[src/rtl/atk_pkg.sv]
// Shared types, constants and arithmetic helpers for the Atkinson dither unit.
// No dependencies; imported by every module of the block except atk_ram.
package atk_pkg;

  localparam int CFG_W       = 9;
  localparam int SHARE_DIV   = 8;
  localparam int SHARE_SHIFT = $clog2(SHARE_DIV);

  localparam logic [7:0] LEVEL_MAX = 8'd255;
  localparam logic [7:0] LEVEL_MID = 8'd127;
  localparam logic [1:0] ROWS_FULL = 2'd2;
  localparam logic [CFG_W-1:0] WIDTH_RESET = 9'd160;

  typedef logic signed [4:0] share_t;

  typedef struct packed {
    logic last;
    logic has_left;
    logic use_up;
    logic use_up2;
  } pix_flags_t;

  typedef struct packed {
    share_t up2;
    share_t up_left;
    share_t up;
    share_t up_right;
    share_t back_two;
    share_t back_one;
  } shares_t;

  function automatic logic [7:0] add_clamp(input logic [7:0] level, input share_t share);
    logic [9:0] t;
    t = {2'b00, level} + {{5{share[4]}}, share};
    if (t[9]) begin
      return 8'd0;
    end else if (t[8]) begin
      return LEVEL_MAX;
    end
    return t[7:0];
  endfunction

  function automatic share_t share_of(input logic [7:0] level);
    logic [7:0] m;
    logic [4:0] q;
    if (level > LEVEL_MID) begin
      m = LEVEL_MAX - level;
      q = 5'(m >> SHARE_SHIFT);
      return share_t'(5'd0 - q);
    end
    return share_t'(5'(level >> SHARE_SHIFT));
  endfunction

endpackage

[src/rtl/atk_ram.sv]
// Generic single-write, single-read RAM with registered read data.
// No dependencies.
module atk_ram #(
  parameter int WIDTH = 5,
  parameter int DEPTH = 256
) (
  input  logic                     clk,
  input  logic                     we,
  input  logic [$clog2(DEPTH)-1:0] waddr,
  input  logic [WIDTH-1:0]         wdata,
  input  logic                     re,
  input  logic [$clog2(DEPTH)-1:0] raddr,
  output logic [WIDTH-1:0]         rdata
);

  logic [WIDTH-1:0] mem [DEPTH];

  always_ff @(posedge clk) begin
    if (we) begin
      mem[waddr] <= wdata;
    end
    if (re) begin
      rdata <= mem[raddr];
    end
  end

endmodule

[src/rtl/atk_pos.sv]
// Raster position tracking: column and rows seen, row wrap, frame restart.
// Depends on atk_pkg.
module atk_pos
  import atk_pkg::*;
#(
  parameter int MAX_WIDTH = 256
) (
  input  logic                         clk,
  input  logic                         rst,
  input  logic                         accept,
  input  logic                         frame_start,
  input  logic [CFG_W-1:0]             image_width,
  output logic [$clog2(MAX_WIDTH)-1:0] x,
  output pix_flags_t                   flags
);

  localparam int AW = $clog2(MAX_WIDTH);
  localparam int LW = (AW + 1 > CFG_W) ? AW + 1 : CFG_W;

  logic [AW-1:0] column;
  logic [1:0]    rows_seen;
  logic [LW-1:0] iw_ext;
  logic [LW-1:0] w_eff;
  logic          wrap;
  logic [1:0]    rows_cur;
  logic [1:0]    rows_inc;
  logic [1:0]    rows_end;

  assign iw_ext = LW'(image_width);
  assign w_eff  = (iw_ext == '0) ? LW'(1) :
                  (iw_ext > LW'(MAX_WIDTH)) ? LW'(MAX_WIDTH) : iw_ext;
  assign wrap   = !frame_start && (LW'(column) >= w_eff);

  assign rows_inc = (rows_seen >= ROWS_FULL) ? rows_seen : rows_seen + 2'd1;
  assign rows_cur = frame_start ? 2'd0 : (wrap ? rows_inc : rows_seen);
  assign rows_end = (rows_cur >= ROWS_FULL) ? rows_cur : rows_cur + 2'd1;

  assign x = (frame_start || wrap) ? '0 : column;

  assign flags.last     = (LW'(x) + LW'(1)) == w_eff;
  assign flags.has_left = (x != '0);
  assign flags.use_up   = (rows_cur != 2'd0);
  assign flags.use_up2  = (rows_cur >= ROWS_FULL);

  always_ff @(posedge clk) begin
    if (rst) begin
      column    <= '0;
      rows_seen <= '0;
    end else if (accept) begin
      column    <= flags.last ? '0 : x + AW'(1);
      rows_seen <= flags.last ? rows_end : rows_cur;
    end
  end

  a_rows_sat: assert property (@(posedge clk) disable iff (rst) rows_seen <= ROWS_FULL)
    else $error("rows_seen passed saturation");
  a_col_range: assert property (@(posedge clk) disable iff (rst)
    column <= AW'(MAX_WIDTH - 1))
    else $error("column beyond line buffer depth");

endmodule

[src/rtl/atk_level.sv]
// Pixel adjust and quantize: six clamped share adds, threshold, error share.
// Depends on atk_pkg.
module atk_level
  import atk_pkg::*;
(
  input  logic [7:0] gray,
  input  pix_flags_t flags,
  input  shares_t    shares,
  output logic       out_bit,
  output share_t     share
);

  logic [7:0] l0, l1, l2, l3, l4, l5, l6;

  always_comb begin
    l0 = gray;
    l1 = add_clamp(l0, flags.use_up2 ? shares.up2 : share_t'(0));
    l2 = add_clamp(l1, (flags.use_up && flags.has_left) ? shares.up_left : share_t'(0));
    l3 = add_clamp(l2, flags.use_up ? shares.up : share_t'(0));
    l4 = add_clamp(l3, (flags.use_up && !flags.last) ? shares.up_right : share_t'(0));
    l5 = add_clamp(l4, flags.has_left ? shares.back_two : share_t'(0));
    l6 = add_clamp(l5, flags.has_left ? shares.back_one : share_t'(0));
  end

  assign out_bit = (l6 > LEVEL_MID);
  assign share   = share_of(l6);

endmodule

[src/rtl/atkinson_error_diffusion_1bit_unit.sv]
// Atkinson error diffusion of 8-bit gray pixels to one bit per pixel.
// Depends on atk_pkg, atk_pos, atk_level and atk_ram.
//
// Pixels enter on s_axis in raster order, one per transfer; tuser marks the
// first pixel of a frame. Each pixel gives one transfer on m_axis: the
// dithered bit in tdata bit 0 and tlast on the last pixel of a row.
// image_width is to be written on the cfg channel between frames, while idle; the block does not enforce it.
//
// Each pixel is registered in the input stage and then in the output
// register before it shows on m_axis. Throughput is one pixel per clock
// while m_axis does not stall: in the input stage the six clamped
// share adds run against the line buffer read data, and each line buffer
// port serves one read and one write per pixel.
//
// Reset clears the position, the row shares and the width (to 160); the
// line buffers are not cleared and hold no meaning until the rows above
// have been written in the current frame. When m_axis stalls, the output
// register holds, the input stage holds behind it and s_axis_tready drops.
module atkinson_error_diffusion_1bit_unit
  import atk_pkg::*;
#(
  parameter int MAX_WIDTH = 256
) (
  input  logic             clk,
  input  logic             rst,
  input  logic             cfg_valid,
  output logic             cfg_ready,
  input  logic [CFG_W-1:0] cfg_data,      // image_width
  input  logic             s_axis_tvalid,
  output logic             s_axis_tready,
  input  logic [7:0]       s_axis_tdata,  // [7:0] gray_pixel
  input  logic             s_axis_tuser,  // [0] frame_start
  output logic             m_axis_tvalid,
  input  logic             m_axis_tready,
  output logic [7:0]       m_axis_tdata,  // [0] out_bit, [7:1] zero
  output logic             m_axis_tlast   // row_end
);

  localparam int AW = $clog2(MAX_WIDTH);

  logic [CFG_W-1:0] image_width;

  logic          accept;
  logic          adv;
  logic [AW-1:0] pos_x;
  logic [AW-1:0] pos_x1;
  pix_flags_t    pos_flags;

  logic          s1_valid;
  logic [7:0]    s1_gray;
  logic [AW-1:0] s1_x;
  pix_flags_t    s1_flags;

  logic [4:0] qa, qb0, qb1;
  logic       fa_v, fb0_v, fb1_v;
  share_t     fa_d, fb0_d, fb1_d;
  share_t     a_eff, b0_eff, b1_eff;

  share_t  sb1, sb2, up_prev;
  shares_t shares;
  logic    bit_c;
  share_t  share_c;

  logic          pend_v;
  logic [AW-1:0] pend_addr;
  share_t        pend_data;
  logic          new_pend;

  logic          b_from_item;
  logic          wb_en;
  logic [AW-1:0] wb_addr;
  share_t        wb_data;

  logic m_valid;
  logic m_bit;
  logic m_last;

  assign cfg_ready = 1'b1;

  assign adv           = s1_valid && (!m_valid || m_axis_tready);
  assign s_axis_tready = !s1_valid || adv;
  assign accept        = s_axis_tvalid && s_axis_tready;

  atk_pos #(.MAX_WIDTH(MAX_WIDTH)) u_pos (
    .clk         (clk),
    .rst         (rst),
    .accept      (accept),
    .frame_start (s_axis_tuser),
    .image_width (image_width),
    .x           (pos_x),
    .flags       (pos_flags)
  );

  assign pos_x1 = pos_x + AW'(1);

  assign a_eff  = fa_v  ? fa_d  : share_t'(qa);
  assign b0_eff = fb0_v ? fb0_d : share_t'(qb0);
  assign b1_eff = fb1_v ? fb1_d : share_t'(qb1);

  assign shares.up2      = a_eff;
  assign shares.up_left  = up_prev;
  assign shares.up       = b0_eff;
  assign shares.up_right = b1_eff;
  assign shares.back_two = sb2;
  assign shares.back_one = sb1;

  atk_level u_level (
    .gray    (s1_gray),
    .flags   (s1_flags),
    .shares  (shares),
    .out_bit (bit_c),
    .share   (share_c)
  );

  // Row above moves to two-up; current row lands one behind the pixel.
  assign new_pend    = adv && s1_flags.last;
  assign b_from_item = adv && s1_flags.has_left;
  assign wb_en       = b_from_item || pend_v;
  assign wb_addr     = b_from_item ? s1_x - AW'(1) : pend_addr;
  assign wb_data     = b_from_item ? sb1 : pend_data;

  atk_ram #(.WIDTH(5), .DEPTH(MAX_WIDTH)) u_line_a (
    .clk   (clk),
    .we    (adv),
    .waddr (s1_x),
    .wdata (b0_eff),
    .re    (accept),
    .raddr (pos_x),
    .rdata (qa)
  );

  atk_ram #(.WIDTH(5), .DEPTH(MAX_WIDTH)) u_line_b0 (
    .clk   (clk),
    .we    (wb_en),
    .waddr (wb_addr),
    .wdata (wb_data),
    .re    (accept),
    .raddr (pos_x),
    .rdata (qb0)
  );

  atk_ram #(.WIDTH(5), .DEPTH(MAX_WIDTH)) u_line_b1 (
    .clk   (clk),
    .we    (wb_en),
    .waddr (wb_addr),
    .wdata (wb_data),
    .re    (accept),
    .raddr (pos_x1),
    .rdata (qb1)
  );

  always_ff @(posedge clk) begin
    if (rst) begin
      image_width <= WIDTH_RESET;
      s1_valid    <= 1'b0;
      m_valid     <= 1'b0;
      pend_v      <= 1'b0;
      sb1         <= '0;
      sb2         <= '0;
    end else begin
      if (cfg_valid && cfg_ready) begin
        image_width <= cfg_data;
      end
      if (accept) begin
        s1_valid <= 1'b1;
      end else if (adv) begin
        s1_valid <= 1'b0;
      end
      if (adv) begin
        m_valid <= 1'b1;
      end else if (m_axis_tready) begin
        m_valid <= 1'b0;
      end
      pend_v <= new_pend;
      if (adv) begin
        sb2 <= s1_flags.has_left ? sb1 : share_t'(0);
        sb1 <= share_c;
      end
    end
  end

  // Forward same-edge writes into the read ports: reads return old data.
  always_ff @(posedge clk) begin
    if (accept) begin
      s1_gray  <= s_axis_tdata;
      s1_x     <= pos_x;
      s1_flags <= pos_flags;
      fa_v     <= adv && (s1_x == pos_x);
      fa_d     <= b0_eff;
      if (new_pend && (s1_x == pos_x)) begin
        fb0_v <= 1'b1;
        fb0_d <= share_c;
      end else begin
        fb0_v <= wb_en && (wb_addr == pos_x);
        fb0_d <= wb_data;
      end
      if (new_pend && (s1_x == pos_x1)) begin
        fb1_v <= 1'b1;
        fb1_d <= share_c;
      end else begin
        fb1_v <= wb_en && (wb_addr == pos_x1);
        fb1_d <= wb_data;
      end
    end
    if (adv) begin
      up_prev <= b0_eff;
      m_bit   <= bit_c;
      m_last  <= s1_flags.last;
    end
    if (new_pend) begin
      pend_addr <= s1_x;
      pend_data <= share_c;
    end
  end

  assign m_axis_tvalid = m_valid;
  assign m_axis_tdata  = {7'd0, m_bit};
  assign m_axis_tlast  = m_last;

  a_pend_port: assert property (@(posedge clk) disable iff (rst)
    pend_v && adv |-> s1_x == '0)
    else $error("pending row-end share collides with a line write");
  a_pend_set: assert property (@(posedge clk) disable iff (rst)
    adv && s1_flags.last |=> pend_v)
    else $error("row-end share not queued");
  a_s1_hold: assert property (@(posedge clk) disable iff (rst)
    s1_valid && !adv |=> s1_valid && $stable(s1_x) && $stable(s1_gray))
    else $error("input stage lost a stalled pixel");

endmodule

[config.mk]
export PLATFORM = sky130hd
export DESIGN_NAME = atkinson_error_diffusion_1bit_unit
export DESIGN_NICKNAME = d
export VERILOG_FILES = /design/src/rtl/atk_pkg.sv /design/src/rtl/atk_ram.sv /design/src/rtl/atk_pos.sv /design/src/rtl/atk_level.sv /design/src/rtl/atkinson_error_diffusion_1bit_unit.sv
export SDC_FILE = /design/constraint.sdc
export NUM_CORES = 2
export LEC_CHECK = 0
export BUFFER_PORTS_ARGS = -buffer_cell sky130_fd_sc_hd__buf_4
export CORE_ASPECT_RATIO = 1.25
export CORE_MARGIN = 2
export CORE_UTILIZATION = 40
export DETAILED_ROUTE_END_ITERATION = 6
export PLACE_DENSITY = 0.58
export RECOVER_POWER = 25
export REMOVE_ABC_BUFFERS = 1
export SETUP_SLACK_MARGIN = 0.4
export SLEW_MARGIN = 20
export SYNTH_ARGS = -nofsm -noshare
export SYNTH_HDL_FRONTEND = slang
export SYNTH_HIERARCHICAL = 1
export SYNTH_SLANG_ARGS = --single-unit
[constraint.sdc]
create_clock -name clk -period 20.3 [get_ports clk]
set_input_delay 1.015 -clock clk [delete_from_list [all_inputs] [get_ports clk]]
set_output_delay 1.015 -clock clk [all_outputs]
set_load 0.05 [all_outputs]
==> impl_metrics.toml <==
[status]
outcome = "finished with violations"
violations = "max-capacitance violations, max-slew violations"

[drt]
drc = 0
vias = 81700
drtIter0Drc = 8911
postRouteAntennaNets = 0
wl_per_cell_um = 29.7
met2_length_mm = 209
top_layer = "met5"
wl_met3_mm = 27.8
dr.pass1.iters = 6
via_per_inst = 5.86
wl_mm = 414
drt-met1-wl_mm = 162

[floorplanning]
core.rowCount = 258
fp.dieW_um = 568
dieHeight_um = 709
ios = 35
initial_core_util = 0.402
dieArea_um2 = 402000
core_area_um2 = 395000

[finish]
fin_nets = 8506
syn_to_final_growth_pct = 11.5
fillers = 33600
drive_above_1_share = 0.196
postLayoutCoreUtil = 0.448
register_area_um2 = 118000
multi_input_area_um2 = 38300

[cts]
clk_latency_ns = 1.00
cts_tree = "built"
cts_buffers = 385
ctsResizeCount = 0
cts_root_buf = "clkbuf_16"
cts_sinks = 3945
clk_path_buf_depth = 4
hold_buffers = 0
cts.clk_slew.worst_paths_ns = 0.06
h-tree-depth = 5
post_cts_buffers = 0

[setup_path]
cp_slowest_cell = "o211ai_1"
cp_max_fo = 9
cp_slowest_stage_delay_ns = 0.55
end_kind = "flop"
critPathKind = "reg2reg"
start_kind = "flop"
arrival_ns = 14.41
required_ns = 20.96
worst_path_most_repeated_cell = "a21o_1"

[timing]
period_needed_ns = 13.75
whs_ns = 0.282
setup_viol = 0
clock_skew_ns = 0.0933
tightest_slew_ns = 8.55
rsz0062_at_grt = "false"
fin_crit_sh = 0.677
slew_viol_final = 2317
slew-limit-headroom = -4.70
setup-tns-final_ns = 0
worst_slack_ns = 6.55
fmax_mhz = 72.8
hold_viol = 0

[synth]
synth_top_area_cell = "edfxtp_1"
seq_area_frac_synth = 0.743
async_reset_ff_frac = 0
yosysUniqueCellTypes = 103
synth_top_area_share = 0.739
synth-edff-count = 3913
avgSynthCellArea_um2 = 19.1
yosys-top-cells-area = "edfxtp_1 (74%), mux4_2 (12%), nor2_1 (2.1%), mux2i_1 (1.9%), clkbuf_1 (0.67%)"
synthesis.area_um2 = 159000
synthCells = 8336
synthFlopType = "edfxtp_1"
synth_seq_cells = 3945
synth_warnings = 6

[job]
drv_cap = 31

[min_path]
hold_class = "in2reg"

[power]
p_total_uw = 17600
p_clk_frac = 0.407
power_density_nw_per_um2 = 99.3
internal_power_uw = 13700
power.leakage_uw = 0.0537
vdd_ir_drop_max_uv = 75.2
switching_power_uw = 3930
sw_frac_of_total = 0.224
combPwrFrac = 0.065
pwr-share-seq = 0.528

[placed_design]
hpwl_mm = 260
pre_cts_ws_ns = 6.67
io_buffer_count = 26
gp_congestion = 0.862

[global_routing]
antenna_found_initial = 15
grt_max_degree = 181
gr-usage-all-layers = 0.202
grt_pass1_wl_mm = 598
grt_pass1_vias = 84100
grt-ovfl-total = 0
[through the flow]
step / instance area, um2 / instances
after global placement: 165000 / 13200
after floorplan: 156000 / 7836
after global routing: 177000 / 13900
after detailed placement: 165000 / 13200
after CTS: 177000 / 13900
final: 177000 / 13900
[logic make-up (layout without fill, tap and decap cells)]
family,after synthesis,count (layout),share of synthesized area
DFF,3945,3945,0.743
muxes,1206,1206,0.145
buffers and inverters,562,953,0.0169
adders and majority gates,71,71,0.00587
xor gates and xnor gates,91,91,0.00550
and+or+nand+nor,1623,1623,0.0460
other,2,16,0.0000473
AOI/OAI and AO/OA,836,836,0.0377
[path summary, 6_finish.rpt]
path	from	to	slack [ns]	cells after the start
worst max-delay path	fa_v	fb1_d[1]	6.55	56
worst min-delay path	s_axis_tvalid	s1_valid	0.28	3
worst max register to register	fa_v	fb1_d[1]	6.55	56
worst min register to register	sb2[3]	sb2[3]	0.46	2
[cells in the final DEF, fill, tap and decap left out, types with 30 or more instances in the layout]
cell type	instances
bufinv_16	41
nand3_1	117
ha_1	64
xor2_1	34
o21a_1	30
mux4_2	867
clkbuf_16	387
xnor2_1	49
a21oi_1	136
inv_1	48
nand2b_1	52
mux2i_1	301
o21ai_0	81
a22oi_1	138
nor3_1	53
nand4_1	53
and2_1	35
mux2_2	32
clkinv_1	82
o221ai_1	33
nor2b_1	61
nor2_1	871
dfxtp_1	32
a211oi_1	37
nor4_1	55
edfxtp_1	3913
clkinv_2	68
clkbuf_1	112
o22ai_1	109
nand2_1	204
buf_4	145
[critical path: cells and delay by family (launching register included)]
family | cells | cell delay, ns
muxes | 2 | 0.65
AOI/OAI and AO/OA | 32 | 7.18
and+or+nand+nor | 10 | 1.65
DFF | 1 | 0.48
adders and majority gates | 11 | 3.40
buffers and inverters | 1 | 0.06
[power groups by stage]
stage / Sequential (uW) / Clock (uW) / Combinational [uW]
floorplan: 9610 / 0 / 990
global placement: 9420 / 0 / 1140
detailed placement: 9420 / 0 / 1170
CTS: 9250 / 7290 / 1170
global route: 9280 / 7600 / 1250
finish: 9280 / 7160 / 1150
[metal layers]
layer	vias to the layer above	track usage
li1	34200	-
met5	-	0
met2	3161	0.349
met1	43600	0.261
met3	729	0.0303
met4	4	0.0699
[synth_stat cells (38+ instances only)]
cell type,number
a21oi_1,137
a22oi_1,138
and2_1,39
buf_1,38
buf_2,78
buf_4,83
clkbuf_1,284
edfxtp_1,3913
ha_1,65
inv_1,55
mux2i_1,301
mux4_2,867
nand2_1,207
nand2b_1,53
nand3_1,138
nand4_1,53
nor2_1,875
nor2b_1,67
nor3_1,53
nor4_1,58
o21ai_0,83
o22ai_1,109
xnor2_1,50
[area by class of cell]
cell class	count	area share
inverter	56	0.00132
clock buffer	464	0.0563
tap	5200	0.0367
sequential	3945	0.667
timing repair buffer	189	0.00775
clock inverter	244	0.0146
multi-input combinational	3835	0.216
antenna	8	0.000113
[registers in the layout, indices dropped and copies added, names as in the netlist, 2 cells and up]
| name | cells |
|---|---|
| fb1_d | 5 |
| u_pos/column | 8 |
| sb2 | 5 |
| fb0_d | 5 |
| u_line_a/mem | 1280 |
| u_pos/rows_seen | 2 |
| u_line_b1/rdata | 5 |
| u_line_b1/mem | 1280 |
| s1_flags | 4 |
| pend_addr | 8 |
| s1_x | 8 |
| image_width | 9 |
| s1_gray | 8 |
| up_prev | 5 |
| u_line_a/rdata | 5 |
| u_line_b0/mem | 1280 |
| pend_data | 5 |
| fa_d | 5 |
| sb1 | 5 |
| u_line_b0/rdata | 5 |
Note: power is estimated with default switching activity, not from simulation.
